==> src/csi_pkg.sv <==
// shared types, field widths and codes for the sorted column insert block
package csi_pkg;

  // fixed field widths of the item and result beats
  localparam int unsigned ROW_W = 6;
  localparam int unsigned COL_W = 16;
  localparam int unsigned STATUS_W = 2;
  localparam int unsigned POS_W = 10;
  localparam int unsigned CNT_W = 11;

  // configuration register file
  localparam int unsigned ROWS_W = 7;
  localparam int unsigned ROWS_RESET = 64;
  localparam int unsigned APB_ADDR_W = 3;
  localparam int unsigned APB_DATA_W = 32;
  localparam logic REG_IDX_ROWS_IN_USE = 1'b0;

  // result status codes
  typedef enum logic [STATUS_W-1:0] {
    RES_INSERTED = 2'd0,
    RES_PRESENT  = 2'd1,
    RES_FULL     = 2'd2,
    RES_BAD_ROW  = 2'd3
  } status_e;

  // controller states
  typedef enum logic [3:0] {
    CTL_IDLE,
    CTL_CHECK,
    CTL_LO,
    CTL_HI,
    CTL_PROBE,
    CTL_CMP,
    CTL_PLACE,
    CTL_SHIFT,
    CTL_DRAIN,
    CTL_KEY,
    CTL_INC,
    CTL_INC_DRAIN,
    CTL_RESULT
  } ctl_state_e;

  // controller to datapath commands
  typedef struct packed {
    logic    load_item;
    logic    tbl_rd_row;
    logic    cap_lo;
    logic    cap_hi;
    logic    probe;
    logic    compare;
    logic    place;
    logic    shift_step;
    logic    key_write;
    logic    inc_step;
    logic    inc_done;
    logic    set_result;
    status_e result_code;
    logic    load_out;
  } cmd_t;

  // datapath to controller status
  typedef struct packed {
    logic row_bad;
    logic seg_empty;
    logic probe_hit;
    logic store_full;
    logic no_shift;
    logic shift_last;
    logic inc_last;
    logic out_free;
  } sts_t;

endpackage

==> src/csi_ctrl.sv <==
// sequencer for search, shift and row offset update of one item
module csi_ctrl import csi_pkg::*; (
  input  logic clk_i,
  input  logic rst_ni,
  input  logic in_valid_i,
  output logic in_ready_o,
  input  sts_t sts_i,
  output cmd_t cmd_o
);

  ctl_state_e state_q, state_d;

  // state register
  always_ff @(posedge clk_i or negedge rst_ni) begin
    if (!rst_ni) begin
      state_q <= CTL_IDLE;
    end else begin
      state_q <= state_d;
    end
  end

  // next state and commands
  always_comb begin
    state_d    = state_q;
    cmd_o      = '0;
    in_ready_o = 1'b0;
    case (state_q)
      CTL_IDLE: begin
        in_ready_o = 1'b1;
        if (in_valid_i) begin
          cmd_o.load_item = 1'b1;
          state_d = CTL_CHECK;
        end
      end
      CTL_CHECK: begin
        if (sts_i.row_bad) begin
          cmd_o.set_result  = 1'b1;
          cmd_o.result_code = RES_BAD_ROW;
          state_d = CTL_RESULT;
        end else begin
          cmd_o.tbl_rd_row = 1'b1;
          state_d = CTL_LO;
        end
      end
      CTL_LO: begin
        cmd_o.cap_lo = 1'b1;
        state_d = CTL_HI;
      end
      CTL_HI: begin
        cmd_o.cap_hi = 1'b1;
        state_d = CTL_PROBE;
      end
      CTL_PROBE: begin
        if (sts_i.seg_empty) begin
          state_d = CTL_PLACE;
        end else begin
          cmd_o.probe = 1'b1;
          state_d = CTL_CMP;
        end
      end
      CTL_CMP: begin
        cmd_o.compare = 1'b1;
        if (sts_i.probe_hit) begin
          cmd_o.set_result  = 1'b1;
          cmd_o.result_code = RES_PRESENT;
          state_d = CTL_RESULT;
        end else begin
          state_d = CTL_PROBE;
        end
      end
      CTL_PLACE: begin
        if (sts_i.store_full) begin
          cmd_o.set_result  = 1'b1;
          cmd_o.result_code = RES_FULL;
          state_d = CTL_RESULT;
        end else begin
          cmd_o.place = 1'b1;
          state_d = sts_i.no_shift ? CTL_KEY : CTL_SHIFT;
        end
      end
      CTL_SHIFT: begin
        cmd_o.shift_step = 1'b1;
        if (sts_i.shift_last) begin
          state_d = CTL_DRAIN;
        end
      end
      // last shifted entry lands this cycle
      CTL_DRAIN: begin
        state_d = CTL_KEY;
      end
      CTL_KEY: begin
        cmd_o.key_write = 1'b1;
        state_d = CTL_INC;
      end
      CTL_INC: begin
        cmd_o.inc_step = 1'b1;
        if (sts_i.inc_last) begin
          state_d = CTL_INC_DRAIN;
        end
      end
      CTL_INC_DRAIN: begin
        cmd_o.inc_done    = 1'b1;
        cmd_o.set_result  = 1'b1;
        cmd_o.result_code = RES_INSERTED;
        state_d = CTL_RESULT;
      end
      CTL_RESULT: begin
        if (sts_i.out_free) begin
          cmd_o.load_out = 1'b1;
          state_d = CTL_IDLE;
        end
      end
      default: begin
        state_d = CTL_IDLE;
      end
    endcase
  end

endmodule

==> config.mk <==
export PLATFORM = sky130hd
export DESIGN_NAME = csi_ctrl
export DESIGN_NICKNAME = d
export VERILOG_FILES = /design/src/csi_pkg.sv /design/src/csi_ctrl.sv
export SDC_FILE = /design/constraint.sdc
export NUM_CORES = 1
export LEC_CHECK = 0
export ABC_AREA = 1
export BUFFER_PORTS_ARGS = -buffer_cell sky130_fd_sc_hd__buf_2
export CAP_MARGIN = 20
export CORE_UTILIZATION = 38
export CTS_CLUSTER_DIAMETER = 120
export DETAILED_ROUTE_END_ITERATION = 16
export HOLD_SLACK_MARGIN = 0.03
export PLACE_DENSITY_LB_ADDON = 0.15
export SYNTH_ARGS = -nofsm -noshare
export SYNTH_HDL_FRONTEND = slang
export SYNTH_SLANG_ARGS = --single-unit
==> constraint.sdc <==
create_clock -name clk_i -period 1.05 [get_ports clk_i]
set_input_delay 0.21 -clock clk_i [delete_from_list [all_inputs] [get_ports clk_i]]
set_output_delay 0.21 -clock clk_i [all_outputs]
set_load 0.02 [all_outputs]
==> flow_metrics.py, run 1 <==
metrics = {
    "status": {
        "status": "finished, violations left",
        "violations": "negative setup slack",
    },
    "timing": {
        "fin_setup_tns_ns": -8.964,
        "rsz0062_at_grt": "true",
        "slew_viol_final": 0,
        "hold_viol_final": 0,
        "setup_violations": 20,
        "fin_crit_ns": 1.560,
        "maxSlewHeadroom_pct": 73.56,
        "max_freq_mhz": 641.2,
        "period_share_pct": 148.5,
        "timing.final.ws_setup_ns": -0.5096,
        "clock_skew_ns": 0.01469,
        "tightest_slew_ns": 0.3951,
    },
    "power_and_ir_drop": {
        "powerDensity_nw_per_um2": 2940,
        "ir_drop_v": 0.001891,
        "power_w": 0.003164,
        "leakage_nw": 0.6094,
    },
    "route": {
        "wl_per_cell_um": 15.11,
        "first_iter_violations": 22,
        "drc": 0,
        "vias_per_cell": 5.200,
        "ant_nets": 0,
        "vias": 832,
        "drt-total-wl_mm": 2.418,
        "first_pass_iters": 4,
    },
    "synth": {
        "netlist_top_cells_count": "nand2_1, inv_1, nor2_1",
        "synth_edf_count": 0,
        "synth_top_area_share_pct": 22.39,
        "post-synth-top-count-cell": "nand2_1",
        "synth_top_area_cell": "nand2_1",
        "ys_ff_latch": 4,
        "synthFlopType": "dfrtp_1",
        "ys.warnings.count": 0,
        "synth_nets": 106,
        "synth_area_per_cell_um2": 5.295,
        "synthCells": 95,
        "seq_area_frac_synth_pct": 19.90,
        "ys_types": 13,
        "syn_area_um2": 503.0,
        "synthArstFlopShare_pct": 100.0,
        "yosys-top-cells-area": "nand2_1, dfrtp_1, inv_1",
    },
    "setup_path": {
        "worstSetupStartpoint": "state_q[3]",
        "crit_path_end_kind": "primary output",
        "endpoint": "cmd_o[3]",
        "cp_slowest_stage_delay_ns": 0.46,
        "rr_endpoint": "state_q[3]",
        "start_kind": "register",
        "ff2ff_setup_slack_ns": -0.42,
        "cp.required_ns": 0.84,
        "r2r_cells": 9,
        "crit_type": "register to primary output",
        "slowest_stage": "dfrtp_2",
        "worst-path-max-fanout": 4,
        "critical_path_arrival_ns": 1.35,
        "reg2reg_from": "state_q[3]",
        "crit_chain": "inv_2 -> nand2_4 -> nor2_4 -> nand2_2 -> nand3_4 -> buf_6",
    },
    "global_routing": {
        "grt_pass1_wl_mm": 3.091,
        "grt_start_max_net_pins": 7,
        "antenna_found_initial": 0,
        "grt_remaining_overflow": 0,
        "grt_util_all_layers_pct": 31.15,
        "grt_pass1_vias": 784,
    },
    "worst_hold_path": {
        "min_from": "sts_i[2]",
        "hp-class": "input pin to register",
        "holdPathStages": 4,
    },
    "run": {
        "cap_viol_max_count": 0,
    },
    "layout": {
        "syn_to_final_growth_pct": 113.9,
        "top_register": "state_q",
        "nFillCells": 49,
        "largest_reg_flops": 4,
        "reg.largest.list": "state_q x4",
        "n_antenna_cell": 0,
        "final_nets": 158,
        "drive_gt1_share_pct": 65.75,
    },
    "placed_design": {
        "gp_congestion": 0.8677,
        "post-dp-hpwl_mm": 1.317,
        "port_buffers": 26,
    },
    "cts": {
        "numCtsBuffers": 3,
        "htree_levels": 1,
        "cts_tree": "done",
        "clockRootBuffer": "clkbuf_4",
        "clk_pin_slew_ns": 0.05,
        "insertion_delay_ns": 0.26,
        "cts_sinks": 4,
        "cts_buffer_depth": 2,
    },
    "floorplanning": {
        "die-width_um": 38.38,
        "die_y_um": 38.38,
        "start_util_pct": 42.95,
        "core_area_um2": 1171,
        "num_rows": 12,
        "ios": 27,
        "die_area_um2": 1473,
    },
}
## cell families (layout without fill, tap and decap cells)
logic type	count (synthesis)	count (layout)	synth area share [%]
flip-flops	4	4	19.90
AO/OA/AOI/OAI	4	4	3.980
buffers and inverters	21	72	15.67
AND/OR/NAND/NOR	66	66	60.45
## worst max-delay path, delay by kind of cell, from the launching register on
family	cells	cell delay (ns)
flip-flops	1	0.46
buffers and inverters	2	0.24
AND/OR/NAND/NOR	4	0.39
## placed cells by master (no fill, tap or decap), types with 5 or more instances in the layout
cell type   n
buf_4      22
nand3_1     6
inv_2       9
buf_2      12
buf_6      12
nor2_2      5
nand2_2    10
inv_1      10
nand2_1    22
nor2_4      9
nor2_1      5
## power by group
group          internal (W)  switching, W  leakage (nW)
combinational       0.00108       0.00147         0.548
sequential         0.000239      0.000135        0.0465
clock              0.000144     0.0000900        0.0150
## final cells by class
cell class              instances  area, um^2  share of cell area [%]
multi-input cells              70       474.2                   44.07
repair buffers                 47       370.4                   34.42
flip-flops and latches          4       103.9                   9.651
inverters                      21       83.83                   7.791
clock buffers                   4       26.28                   2.442
well taps                      14       17.52                   1.628
## metal layers
layer | vias to the layer above | track usage, % | wire length (um)
li1 | 385 | - | -
met3 | 11 | 5.814 | 135
met2 | 40 | 58.05 | 1346
met5 | - | 0 | 0
met4 | 0 | 19.83 | 76
met1 | 396 | 30.96 | 859
## per-stage QoR
step / cells / utilization [%] / hold WS, ns / instance area, um^2 / setup slack [ns]
after floorplan: 95 / - / -0.08559 / 611.8 / -0.1478
after global placement: 150 / 74.47 / 0.01718 / 872.1 / -0.2529
after detailed placement: 150 / 74.47 / 0.01946 / 872.1 / -0.2921
after CTS: 157 / 86.65 / 0.2538 / 1015 / -0.4667
after global routing: 160 / 91.88 / 0.2786 / 1076 / -0.5445
final: 160 / 91.88 / 0.2609 / 1076 / -0.5096
## worst min-delay path by stage
stage	to	slack [ns]
after floorplan	state_q[0]	-0.09
after global placement	state_q[0]	0.02
after detailed placement	state_q[0]	0.02
after CTS	state_q[0]	0.25
after global routing	state_q[0]	0.28
final	state_q[0]	0.26
## timing repair
| item | in CTS | in global routing |
|---|---|---|
| buffers inserted | 3 | 3 |
| setup endpoints to repair | 20 | 20 |
| hold buffers | 1 | 0 |
| hold endpoints to repair | 4 | 0 |
| resized for setup | 32 | 11 |
| pin swaps | 5 | 5 |
(Power assumes the default switching activity.)
==> inputs of run 2 (changes only) <==
--- a/config.mk
+++ b/config.mk
@@ -13,6 +13,7 @@
 export DETAILED_ROUTE_END_ITERATION = 16
 export HOLD_SLACK_MARGIN = 0.03
 export PLACE_DENSITY_LB_ADDON = 0.15
+export SETUP_SLACK_MARGIN = 0.2
 export SYNTH_ARGS = -nofsm -noshare
 export SYNTH_HDL_FRONTEND = slang
 export SYNTH_SLANG_ARGS = --single-unit
==> flow_metrics.py, run 2 <==
metrics = {
    "floorplanning": {
        "ios": 27,
        "die-width_um": 38.38,
        "die_y_um": 38.38,
        "start_util_pct": 42.95,
        "num_rows": 12,
    },
    "synth": {
        "yosys-top-cells-area": "nand2_1, dfrtp_1, inv_1",
        "synth_top_area_cell": "nand2_1",
        "synth_top_area_share_pct": 22.39,
        "syn_area_um2": 503.0,
        "seq_area_frac_synth_pct": 19.90,
        "post-synth-top-count-cell": "nand2_1",
        "synth_edf_count": 0,
        "ys_types": 13,
        "netlist_top_cells_count": "nand2_1, inv_1, nor2_1",
        "ys.warnings.count": 0,
        "ys_ff_latch": 4,
        "synth_nets": 106,
        "synthArstFlopShare_pct": 100.0,
        "synthFlopType": "dfrtp_1",
        "synth_area_per_cell_um2": 5.295,
        "synthCells": 95,
    },
    "cts": {
        "clockRootBuffer": "clkbuf_4",
        "cts_sinks": 4,
        "numCtsBuffers": 3,
        "cts_buffer_depth": 2,
        "htree_levels": 1,
    },
    "global_routing": {
        "grt_start_max_net_pins": 7,
    },
    "timing": {
        "worst_endpoint_kind": "primary output",
        "crit_endpoint": "cmd_o[11]",
    },
    "status": {
        "status": "stopped before the end",
        "stop_stage": "5_1_grt",
        "error": "[ERROR DPL-0038] Utilization greater than 100%, impossible to legalize",
    },
    "placed_design": {
        "dp.cells": 149,
        "port_buffers": 26,
        "gp_congestion": 0.8370,
        "post-dp-hpwl_mm": 1.330,
        "dpl_cell_area_um2": 864.6,
    },
}
==> run 2: cell counts after synthesis <==
Identical to the previous run, type by type.
==> run 2: logic make-up after synthesis <==
family	synth area share, %
AND/OR/NAND/NOR	60.45
AO/OA/AOI/OAI	3.980
flip-flops	19.90
buffers and inverters	15.67
==> run 2: what timing repair did <==
action | 4_1_cts
pin swaps | 11
gates resized for setup | 42
endpoints found under the setup margin | 20
buffers inserted | 5
hold endpoints to repair | 4
hold buffers | 1
==> run 2: through the flow <==
| step | hold slack [ns] | util, % | worst slack, ns |
|---|---|---|---|
| detailed placement | 0.01899 | 73.82 | -0.3049 |
| global placement | 0.01802 | 73.82 | -0.2772 |
| floorplan | -0.08559 | - | -0.1478 |
| CTS | 0.2589 | 90.92 | -0.4749 |
==> inputs of run 3 (changes only) <==
--- a/config.mk
+++ b/config.mk
@@ -8,12 +8,10 @@
 export ABC_AREA = 1
 export BUFFER_PORTS_ARGS = -buffer_cell sky130_fd_sc_hd__buf_2
 export CAP_MARGIN = 20
-export CORE_UTILIZATION = 38
-export CTS_CLUSTER_DIAMETER = 120
+export CORE_AREA = 2 2 63 65
 export DETAILED_ROUTE_END_ITERATION = 16
-export HOLD_SLACK_MARGIN = 0.03
+export DIE_AREA = 0 0 65 67
 export PLACE_DENSITY_LB_ADDON = 0.15
-export SETUP_SLACK_MARGIN = 0.2
 export SYNTH_ARGS = -nofsm -noshare
 export SYNTH_HDL_FRONTEND = slang
 export SYNTH_SLANG_ARGS = --single-unit
==> constraint.sdc (replaced) <==
create_clock -name clk_i -period 1.4 [get_ports clk_i]
set_input_delay 0.28 -clock clk_i [delete_from_list [all_inputs] [get_ports clk_i]]
set_output_delay 0.28 -clock clk_i [all_outputs]
set_load 0.02 [all_outputs]
==> flow_metrics.py, run 3 (synthesis results as in run 1) <==
metrics = {
    "timing": {
        "slew_viol_final": 0,
        "setup_violations": 16,
        "max_freq_mhz": 645.6,
        "clock_skew_ns": 0.003978,
        "fin_setup_tns_ns": -1.546,
        "hold_viol_final": 0,
        "hold_ws_ns": 0.3549,
        "timing.final.ws_setup_ns": -0.1490,
        "maxSlewHeadroom_pct": 85.67,
        "period_share_pct": 110.6,
        "rsz0062_at_grt": "true",
        "tightest_slew_ns": 0.2147,
        "fin_crit_ns": 1.549,
    },
    "setup_path": {
        "critPathTopFamily": "flip-flops",
        "crit_path_frequent_cell": "nand3_2",
        "cp.required_ns": 1.12,
        "start_kind": "register",
        "slowest_stage": "dfrtp_2",
        "crit_chain": "nor2_4 -> nand3_2 -> nand2_2 -> inv_2 -> nand3_2 -> buf_6",
        "crit_type": "register to primary output",
        "path_buf_inv": 2,
        "crit_path_end_kind": "primary output",
        "worst-path-max-fanout": 5,
        "cp_slowest_stage_delay_ns": 0.45,
        "critical_path_arrival_ns": 1.27,
    },
    "route": {
        "drt-total-wl_mm": 1.803,
        "drt-met1-wl_um": 784,
        "drc": 0,
        "wl_met2_um": 954,
        "ant_nets": 0,
        "first_pass_iters": 2,
        "vias": 693,
        "route.top_layer_used": "met3",
        "wl_per_cell_um": 9.642,
        "first_iter_violations": 19,
        "vias_per_cell": 3.706,
        "wl_met3_um": 64,
    },
    "floorplanning": {
        "ios": 27,
        "die-width_um": 65,
        "num_rows": 22,
        "start_util_pct": 13.95,
        "core_area_um2": 3606,
        "die_area_um2": 4355,
        "die_y_um": 67,
    },
    "placed_design": {
        "post-dp-hpwl_mm": 1.511,
        "port_buffers": 26,
        "gp_congestion": 0.7731,
    },
    "cts": {
        "numCtsBuffers": 3,
        "cts_tree": "done",
        "clockRootBuffer": "clkbuf_8",
        "cts_sinks": 4,
        "cts_buffer_depth": 2,
        "insertion_delay_ns": 0.22,
        "clk_pin_slew_ns": 0.03,
        "htree_levels": 1,
    },
    "power_and_ir_drop": {
        "powerDensity_nw_per_um2": 2088,
        "p_comb_share_pct": 74.8,
        "internal-power_w": 0.001102,
        "swShare_pct": 50.08,
        "switchingPower_w": 0.001106,
        "leakage_nw": 0.5954,
        "seq_power_share_pct": 13.6,
        "p_clk_share_pct": 11.6,
        "power_w": 0.002208,
        "ir_drop_v": 0.0004649,
    },
    "layout": {
        "multi_input_area_um2": 432.9,
        "reg.largest.list": "state_q x4",
        "final_nets": 151,
        "nFillCells": 423,
        "syn_to_final_growth_pct": 110.2,
        "top_register": "state_q",
        "layout_common_cells": "nand2_1, buf_4, buf_6",
        "final_common_cell": "nand2_1",
        "n_antenna_cell": 0,
        "regArea_um2": 105.1,
        "largest_reg_flops": 4,
        "drive_gt1_share_pct": 58.99,
    },
    "run": {
        "cap_viol_max_count": 0,
    },
    "global_routing": {
        "grt_remaining_overflow": 0,
        "grt_start_max_net_pins": 7,
        "grt_pass1_vias": 719,
        "antenna_found_initial": 0,
        "grt_pass1_wl_mm": 3.029,
        "grt_util_all_layers_pct": 9.013,
    },
    "status": {
        "status": "finished, violations left",
        "violations": "negative setup slack",
    },
    "worst_hold_path": {
        "hp-class": "input pin to register",
    },
}
==> run 3: cell type report <==
| cell class | count | share of cell area, % |
|---|---|---|
| well taps | 48 | 5.680 |
| flip-flops and latches | 4 | 9.941 |
| inverters | 21 | 8.166 |
| repair buffers | 40 | 31.01 |
| multi-input cells | 70 | 40.95 |
| clock buffers | 4 | 4.260 |
==> run 3: path summary, 6_finish.rpt <==
check	cells past startpoint	from	endpoint	slack [ns]
max	6	state_q[1]	cmd_o[3]	-0.15
min	4	sts_i[2]	state_q[0]	0.35
max reg2reg	9	state_q[3]	state_q[3]	0.07
min reg2reg	2	state_q[2]	state_q[2]	0.65
max in group asynchronous	2	rst_ni	state_q[3]	0.88
min in group asynchronous	2	rst_ni	state_q[2]	0.39
==> run 3: layer usage <==
layer	vias up	global-route usage, %
met2	13	16.24
met3	0	1.689
met1	307	10.60
met4	0	3.191
met5	-	0
li1	373	-
==> run 3: repair_timing <==
| item | CTS | global route |
|---|---|---|
| endpoints found under the setup margin | 20 | 20 |
| gates resized for setup | 53 | 14 |
| buffers inserted | 3 | 1 |
| hold endpoints to repair | 4 | 0 |
| pin swaps | 3 | 3 |
| hold buffers | 1 | 0 |
| cloned | 0 | 0 |
==> run 3: power groups by stage <==
stage               Combinational (W)  Clock (W)  Sequential [W]
detailed placement            0.00115          0        0.000272
floorplan                    0.000706          0        0.000253
global placement              0.00118          0        0.000273
CTS                           0.00153   0.000262        0.000285
finish                        0.00165   0.000256        0.000301
global route                  0.00179   0.000279        0.000316
==> run 3: stage by stage <==
stage	cells	util [%]	area (um^2)	setup WS [ns]
global route	187	29.32	1057	-0.2261
detailed placement	178	21.55	777.0	-0.1355
finish	187	29.32	1057	-0.1490
floorplan	95	-	519.2	0.02524
global placement	178	21.55	777.0	-0.1203
CTS	186	27.86	1005	-0.1537
==> run 3: worst min-delay path, cell delays in order <==
cell	delay, ns
buf_2	0.07
inv_1	0.04
nand2_2	0.07
nand2_1	0.07
==> inputs of run 4 (changes only) <==
--- a/config.mk
+++ b/config.mk
@@ -11,7 +11,6 @@
 export CORE_AREA = 2 2 63 65
 export DETAILED_ROUTE_END_ITERATION = 16
 export DIE_AREA = 0 0 65 67
-export PLACE_DENSITY_LB_ADDON = 0.15
 export SYNTH_ARGS = -nofsm -noshare
 export SYNTH_HDL_FRONTEND = slang
 export SYNTH_SLANG_ARGS = --single-unit
==> flow_metrics.py, run 4 (synthesis results as in run 1) <==
metrics = {
    "timing": {
        "slew_viol_final": 0,
        "rsz0062_at_grt": "true",
        "max_freq_mhz": 644.9,
        "period_share_pct": 110.8,
        "setup_violations": 16,
        "maxSlewHeadroom_pct": 85.58,
        "timing.final.ws_setup_ns": -0.1505,
        "hold_viol_final": 0,
        "clock_skew_ns": 0.005380,
        "tightest_slew_ns": 0.2141,
        "fin_crit_ns": 1.551,
    },
    "floorplanning": {
        "die-width_um": 65,
        "die_area_um2": 4355,
        "num_rows": 22,
        "ios": 27,
        "core_area_um2": 3606,
        "start_util_pct": 13.95,
        "die_y_um": 67,
    },
    "setup_path": {
        "start_kind": "register",
        "crit_path_frequent_cell": "nand2_2",
        "crit_path_end_kind": "primary output",
        "crit_chain": "buf_4 -> nand2_2 -> nor2_4 -> nand2_2 -> nand3_2 -> buf_6",
        "cp_slowest_stage_delay_ns": 0.44,
        "cp.required_ns": 1.12,
        "slowest_stage": "dfrtp_2",
        "worst-path-max-fanout": 6,
        "crit_type": "register to primary output",
        "critical_path_arrival_ns": 1.27,
    },
    "run": {
        "cap_viol_max_count": 0,
    },
    "global_routing": {
        "grt_util_all_layers_pct": 9.010,
        "grt_start_max_net_pins": 7,
        "grt_pass1_wl_mm": 2.967,
        "grt_remaining_overflow": 0,
        "grt_pass1_vias": 725,
        "antenna_found_initial": 0,
    },
    "route": {
        "drt-total-wl_mm": 1.883,
        "first_pass_iters": 4,
        "vias_per_cell": 3.884,
        "wl_per_cell_um": 9.911,
        "first_iter_violations": 12,
        "drc": 0,
        "vias": 738,
        "ant_nets": 0,
    },
    "cts": {
        "clockRootBuffer": "clkbuf_8",
        "clk_pin_slew_ns": 0.03,
        "cts_buffer_depth": 2,
        "htree_levels": 1,
        "cts_tree": "done",
        "insertion_delay_ns": 0.22,
        "cts_sinks": 4,
        "numCtsBuffers": 3,
    },
    "layout": {
        "reg.largest.list": "state_q x4",
        "final_nets": 154,
        "top_register": "state_q",
        "syn_to_final_growth_pct": 109.7,
        "layout_common_cells": "nand2_1, buf_4, inv_1, buf_2, buf_6",
        "n_antenna_cell": 0,
        "final_common_cell": "nand2_1",
        "drive_gt1_share_pct": 60.56,
        "nFillCells": 403,
        "fin_util_pct": 29.25,
        "largest_reg_flops": 4,
    },
    "worst_hold_path": {
        "hp-class": "input pin to register",
    },
    "power_and_ir_drop": {
        "leakage_nw": 0.5953,
        "ir_drop_v": 0.0003804,
        "powerDensity_nw_per_um2": 1985,
    },
    "placed_design": {
        "post-dp-hpwl_mm": 1.439,
        "gp_congestion": 0.7986,
        "place_ws_ns": -0.05487,
        "port_buffers": 26,
    },
    "status": {
        "violations": "negative setup slack",
        "status": "finished, violations left",
    },
}
run 4: cell types whose count changed in the layout (fill, tap and decap cells not counted), sizes merged:
cell | before | now
buf | 39 | 42
run 4: worst max-delay path: cells and delay by family, from the launching register on:
| kind | cells | cell delay [ns] |
|---|---|---|
| AND/OR/NAND/NOR | 4 | 0.36 |
| buffers and inverters | 2 | 0.25 |
| flip-flops | 1 | 0.44 |
run 4: routing by layer:
metal	share of wire [%]	global-route usage, %	vias to the layer above	wire [um]
met5	0	0	-	0
met4	1.1	3.989	0	21
met3	5.3	2.365	2	100
met2	56	17.53	18	1053
met1	38	8.871	341	707
li1	-	-	377	-
run 4: through the flow:
step / area, um^2 / setup TNS (ns) / instances / power, W / hold WS (ns)
after floorplan: 519.2 / 0 / 95 / 0.0009592 / -0.01559
after global placement: 777.0 / -0.06164 / 178 / 0.001383 / 0.08978
after detailed placement: 777.0 / -0.05487 / 178 / 0.001385 / 0.09085
after CTS: 975.9 / -1.778 / 189 / 0.001926 / 0.3330
after global routing: 1055 / -2.954 / 190 / 0.002270 / 0.3473
final: 1055 / -1.726 / 190 / 0.002094 / 0.3306
run 4: power by group:
part,switching (W),leakage [nW],internal [W]
combinational,0.000877,0.527,0.000667
clock,0.0000628,0.0228,0.000195
sequential,0.000110,0.0454,0.000183
total,0.00105,0.595,0.00104
run 4: worst paths after layout:
check | slack [ns] | cells past startpoint | endpoint | startpoint
worst max-delay path | -0.15 | 6 | cmd_o[3] | state_q[1]
worst min-delay path | 0.33 | 4 | state_q[0] | sts_i[2]
worst max register to register | 0.06 | 10 | state_q[0] | state_q[3]
worst min register to register | 0.68 | 3 | state_q[3] | state_q[3]
max in group asynchronous | 0.85 | 2 | state_q[0] | rst_ni
min in group asynchronous | 0.40 | 2 | state_q[2] | rst_ni
run 4: area by class of cell:
| cell class | count | area (um^2) | share of cell area, % |
|---|---|---|---|
| clock buffer | 4 | 45.04 | 4.270 |
| tap | 48 | 60.06 | 5.694 |
| multi-input combinational | 70 | 434.2 | 41.16 |
| inverter | 21 | 78.83 | 7.473 |
| sequential | 4 | 105.1 | 9.964 |
| timing repair buffer | 43 | 331.6 | 31.44 |
run 4: repair_timing:
item | CTS | global route
endpoints found under the hold margin | 4 | 0
resized for setup | 33 | 25
pin swaps | 4 | 8
setup endpoints to repair | 16 | 20
buffers inserted | 6 | 2
hold buffers | 1 | 0
cloned | 0 | 0
